<file path="src/rtl/ssoff_pkg.sv">
// Shared constants for the shape spawn offset block: register indexes, shape codes,
// hash constants, pipeline depths and the CORDIC arctangent table.
// No dependencies.
`default_nettype none

package ssoff_pkg;

   localparam int FRAC_BITS_DEFAULT = 16;

   // shape codes
   localparam int         KIND_W      = 3;
   localparam logic [2:0] KIND_POINT  = 3'd0;
   localparam logic [2:0] KIND_SPHERE = 3'd1;
   localparam logic [2:0] KIND_HEMI   = 3'd2;
   localparam logic [2:0] KIND_CONE   = 3'd3;
   localparam logic [2:0] KIND_BOX    = 3'd4;
   localparam logic [2:0] KIND_DISC   = 3'd5;
   localparam logic [2:0] KIND_LINE   = 3'd6;
   localparam logic [2:0] KIND_NONE   = 3'd7;

   // register indexes
   localparam int         CSR_INDEX_W    = 1;
   localparam logic [0:0] CSR_SHAPE_KIND = 1'b0;
   localparam logic [0:0] CSR_EXTENT     = 1'b1;

   // integer hash
   localparam int          HASH_SHIFT  = 13;
   localparam logic [31:0] HASH_MUL    = 32'd15731;
   localparam logic [31:0] HASH_ADD_LO = 32'd789221;
   localparam logic [31:0] HASH_ADD_HI = 32'd1376312589;
   localparam int          HASH_STAGES = 4;

   // iterative units: two prep stages, then one digit or rotation per stage
   localparam int PREP_STAGES  = 2;
   localparam int STEP_STAGES  = 32;
   localparam int UNIT_STAGES  = PREP_STAGES + STEP_STAGES;
   localparam int SQRT_STEPS   = 32;
   localparam int CBRT_STEPS   = 21;
   localparam int CORDIC_STEPS = 30;
   localparam int TAIL_STAGES  = 4;
   localparam int PIPE_STAGES  = HASH_STAGES + UNIT_STAGES + TAIL_STAGES;

   localparam logic [32:0] CORDIC_GAIN = 33'd652032874;
   localparam logic [30:0] TWO_PI_Q28  = 31'd1686629713;

   function automatic logic [32:0] atan_q30(input int idx);
      logic [32:0] val;
      case (idx)
         0:  val = 33'd843314856;
         1:  val = 33'd497837829;
         2:  val = 33'd263043836;
         3:  val = 33'd133525158;
         4:  val = 33'd67021686;
         5:  val = 33'd33543515;
         6:  val = 33'd16775850;
         7:  val = 33'd8388437;
         8:  val = 33'd4194282;
         9:  val = 33'd2097149;
         10: val = 33'd1048575;
         11: val = 33'd524287;
         12: val = 33'd262143;
         13: val = 33'd131071;
         14: val = 33'd65535;
         15: val = 33'd32767;
         16: val = 33'd16383;
         17: val = 33'd8191;
         18: val = 33'd4095;
         19: val = 33'd2047;
         20: val = 33'd1023;
         21: val = 33'd511;
         22: val = 33'd255;
         23: val = 33'd127;
         24: val = 33'd63;
         25: val = 33'd31;
         26: val = 33'd15;
         27: val = 33'd8;
         28: val = 33'd4;
         29: val = 33'd2;
         default: val = 33'd0;
      endcase
      return val;
   endfunction

endpackage

`default_nettype wire

</file>
<file path="src/rtl/ssoff_hash.sv">
// Four-stage shift-xor-polynomial integer hash of one 32-bit seed to a 31-bit fraction.
// Uses ssoff_pkg for the hash constants.
`default_nettype none

module ssoff_hash (
   input  logic        clock,
   input  logic        en,
   input  logic [31:0] seed,
   output logic [30:0] frac
);

   logic [31:0] mix_ff, mix_in;
   logic [31:0] sq_ff, sq_in;
   logic [31:0] poly_ff, poly_in;
   logic [31:0] mix_d1_ff, mix_d2_ff;
   logic [30:0] frac_ff, frac_in;
   logic [31:0] hash_sum;

   assign mix_in   = seed ^ (seed << ssoff_pkg::HASH_SHIFT);
   assign sq_in    = 32'(mix_ff * mix_ff);
   assign poly_in  = 32'(sq_ff * ssoff_pkg::HASH_MUL) + ssoff_pkg::HASH_ADD_LO;
   assign hash_sum = 32'(mix_d2_ff * poly_ff) + ssoff_pkg::HASH_ADD_HI;
   assign frac_in  = hash_sum[30:0];

   always_ff @(posedge clock) begin
      if (en) begin
         mix_ff    <= mix_in;
         sq_ff     <= sq_in;
         mix_d1_ff <= mix_ff;
         poly_ff   <= poly_in;
         mix_d2_ff <= mix_d1_ff;
         frac_ff   <= frac_in;
      end
   end

   assign frac = frac_ff;

endmodule

`default_nettype wire

</file>
<file path="config.mk">
export PLATFORM = sky130hd
export DESIGN_NAME = ssoff_hash
export DESIGN_NICKNAME = d
export VERILOG_FILES = /design/src/rtl/ssoff_pkg.sv /design/src/rtl/ssoff_hash.sv
export SDC_FILE = /design/constraint.sdc
export NUM_CORES = 2
export LEC_CHECK = 0
export ABC_AREA = 1
export ABC_CLOCK_PERIOD_IN_PS = 8700
export BUFFER_PORTS_ARGS = -buffer_cell sky130_fd_sc_hd__buf_4
export CAP_MARGIN = 20
export CORE_MARGIN = 4
export CORE_UTILIZATION = 30
export CTS_BUF_LIST = sky130_fd_sc_hd__clkbuf_8
export CTS_CLUSTER_SIZE = 24
export DETAILED_ROUTE_END_ITERATION = 7
export SKIP_CTS_REPAIR_TIMING = 1
export SYNTH_ARGS = -nofsm -noshare
export SYNTH_HDL_FRONTEND = slang
export SYNTH_SLANG_ARGS = --single-unit
export TNS_END_PERCENT = 30
</file>
<file path="constraint.sdc">
create_clock -name clock -period 8.7 [get_ports clock]
set_clock_uncertainty 0.15 [all_clocks]
set_input_delay 0.87 -clock clock [delete_from_list [all_inputs] [get_ports clock]]
set_output_delay 0.87 -clock clock [all_outputs]
set_load 0.01 [all_outputs]
</file>
==> run_results.csv <==
group,metric,value,unit
min_path,worstHoldPathType,"flip-flop to flip-flop",
yosys,synth_area_leaders,"fa_1, inv_1, edfxtp_1",
final_layout,final_cell_mix,"inv_1, nand2_1, fa_1",
floorplanning,rows,136,
final_layout,fin_area,44850,um^2
job,max-cap-violations,0,
sta,rsz0062_at_grt,"false",
yosys,syn_area_per_cell,8.786,um^2
placed_design,placed_area,44440,um^2
min_path,hold_start,"mix_d1_ff[3]",
worst_setup_path,critPathMaxFanout,24,
placed_design,gp_congestion,0.8778,
drt,drtAntennaViolNets,0,
sta,fmax,129.3,MHz
sta,maxSlewViolCount,0,
clocking,htreeDepth,4,
worst_setup_path,r2r-end,"frac[30]",
worst_setup_path,worstReg2RegStart,"poly_ff[7]",
yosys,synthesis.area,41870,um^2
floorplanning,die_h,381.6,um
sta,hold_slack,0.2749,ns
placed_design,dp_cells,6604,
global_route,grt_max_degree,65,
clocking,clock_tree.root_cell,"clkbuf_8",
yosys,async_flop_share,0,%
drt,totalWireLength,96.24,mm
yosys,yosys.area.top_type_share,41.31,%
min_path,worstHoldPathCells,0,
drt,drtIter0Drc,1756,
final_layout,final_layout_size_suffix_gt1_share,3.855,%
sta,tns,0,ns
sta,tightest_slew,1.163,ns
clocking,cts_buffers,17,
global_route,grt.busiest_layer,"met2",
final_layout,syn2layout_area_growth,7.134,%
yosys,yosys_warnings,0,
final_layout,layout.nets,6057,
yosys,ys.flop_type,"edfxtp_1",
placed_design,io_buffer_count,63,
drt,routed_via_density,4.317,
drt,drc_errors,0,
clocking,cts_buffer_depth,2,
floorplanning,core_area,138000,um^2
clocking,insertion_delay,0.57,ns
run_status,outcome,"finished, final reports clean",
clocking,cts.sinks,183,
worst_setup_path,cp-end-kind,"flip-flop",
global_route,grt.total_usage,13.79,%
sta,period_share,88.87,%
worst_setup_path,required,8.85,ns
sta,relSlewSlack,22.47,%
sta,hold_viol_final,0,
floorplanning,start_util,30.34,%
clocking,cts_tree,"done",
yosys,synth_edf_count,183,
final_layout,mostFrequentLayoutCell,"inv_1",
global_route,grt_pass1_vias,31170,
worst_setup_path,cpMostUsedCell,"fa_1",
yosys,syn_inst,4765,
drt,num_vias,28650,
min_path,worstHoldEndpoint,"mix_d2_ff[3]",
global_route,met3_usage,2.149,%
drt,wire_per_inst,14.50,um
yosys,synth_cell_types,55,
floorplanning,dieArea,145600,um^2
worst_setup_path,worstPathCellList,"nand2_1 -> fa_1 -> fa_1 -> fa_1 -> fa_1 -> inv_1 -> fa_1 -> fa_1 -> fa_1 -> inv_1 -> fa_1 -> inv_1 -> ha_1 -> a21oi_1 -> inv_1 -> a21oi_1 -> inv_1 -> a211oi_1 -> a21boi_0 -> nand2_1 -> nand2_1 -> nand2_1",
yosys,ys_seq_elements,183,
global_route,use_met2,23.22,%
global_route,overflow,0,
sta,finalCriticalPeriod,7.731,ns
yosys,ys_seq_area_share,13.13,%
global_route,grt_pass1_wl,161.9,mm
worst_setup_path,critPathLaunchType,"flip-flop",
final_layout,fin_cells,6637,
placed_design,post-dp-hpwl,81.99,mm
worst_setup_path,reg2reg_depth,22,
worst_setup_path,cpMaxStageDelayCell,"edfxtp_1",
floorplanning,ios,65,
worst_setup_path,r2r_slack,0.97,ns
worst_setup_path,critical_path.max_stage_delay,1.12,ns
clocking,path_clk_slew,0.11,ns
worst_setup_path,cp_data_arrival_time,7.88,ns
worst_setup_path,crit_type,"flip-flop to flip-flop",
sta,finalSetupViolCount,0,
drt,first_pass_iters,8,
floorplanning,die_w,381.6,um
yosys,yosys.area.top_type,"fa_1",
global_route,met1_usage,18.74,%
global_route,antenna_found_initial,3,
-- worst max path at each step --
stage / to / startpoint / slack [ns] / cells past startpoint
6_report: frac[30] / poly_ff[7] / 0.97 / 22
5_1_grt: frac[30] / poly_ff[7] / 0.48 / 22
4_1_cts: frac[30] / poly_ff[8] / 0.96 / 24
3_5_place_dp: frac[30] / poly_ff[8] / 1.02 / 24
3_3_place_gp: frac[26] / poly_ff[7] / 1.12 / 23
2_1_floorplan: sq_ff[27] / mix_ff[2] / 1.76 / 24
-- cell type report --
| class | instances | area (um^2) |
|---|---|---|
| clock inverters | 15 | 182.7 |
| well taps | 1863 | 2331 |
| multi-input cells | 2869 | 29830 |
| flip-flops and latches | 183 | 5495 |
| repair buffers | 111 | 852.1 |
| diodes | 1 | 2.502 |
| clock buffers | 17 | 234.0 |
| inverters | 1578 | 5924 |
| fillers | 14370 | 93150 |
-- cell usage after synthesis (all sizes together), types with 14 or more instances --
cell type and instances:
inv 1576, o21ai 44, xnor2 56, clkbuf 94
buf 44, nand4 14, a21oi 96, nor2 60
o21bai 16, nand3 97, a21o 15, xor2 96
fa 864, ha 399, edfxtp 183, nand2 1052
-- worst max-delay path, delay by kind of cell (launching register included) --
kind	cells	cell delay (ns)
fa+ha+maj	9	4.48
compound gates	4	0.72
buf+inv	5	0.29
simple gates	4	0.65
flops	1	1.12
-- stage by stage --
| step | util [%] | worst slack (ns) |
|---|---|---|
| floorplan | - | 1.765 |
| global placement | 32.20 | 1.116 |
| detailed placement | 32.20 | 1.018 |
| CTS | 32.50 | 0.9586 |
| global route | 32.50 | 0.4813 |
| finish | 32.50 | 0.9687 |
-- state kept, by name, indices dropped and copies added (netlist names) --
name / cells
mix_ff: 31
sq_ff: 30
frac: 31
mix_d2_ff: 31
mix_d1_ff: 30
poly_ff: 30
-- cells by family (layout without fill, tap and decap cells) --
family | after synthesis | in the layout | share of synthesized area (%)
buffers and inverters | 1716 | 1721 | 15.65
other | 2 | 6 | 0.01794
adder cells (fa/ha/maj) | 1263 | 1263 | 53.24
flip-flops | 183 | 183 | 13.13
AND/OR/NAND/NOR | 1252 | 1252 | 11.98
AO/OA/AOI/OAI | 197 | 197 | 2.797
XOR/XNOR | 152 | 152 | 3.198
-- layer usage --
layer / up-vias / routed length (um)
li1: 13580 / -
met5: - / 13
met1: 14370 / 43560
met2: 591 / 45990
met3: 107 / 4907
met4: 2 / 1773
Power is not shown: default switching activity piles up to over one toggle a cycle in this logic, so the estimate is an artifact.
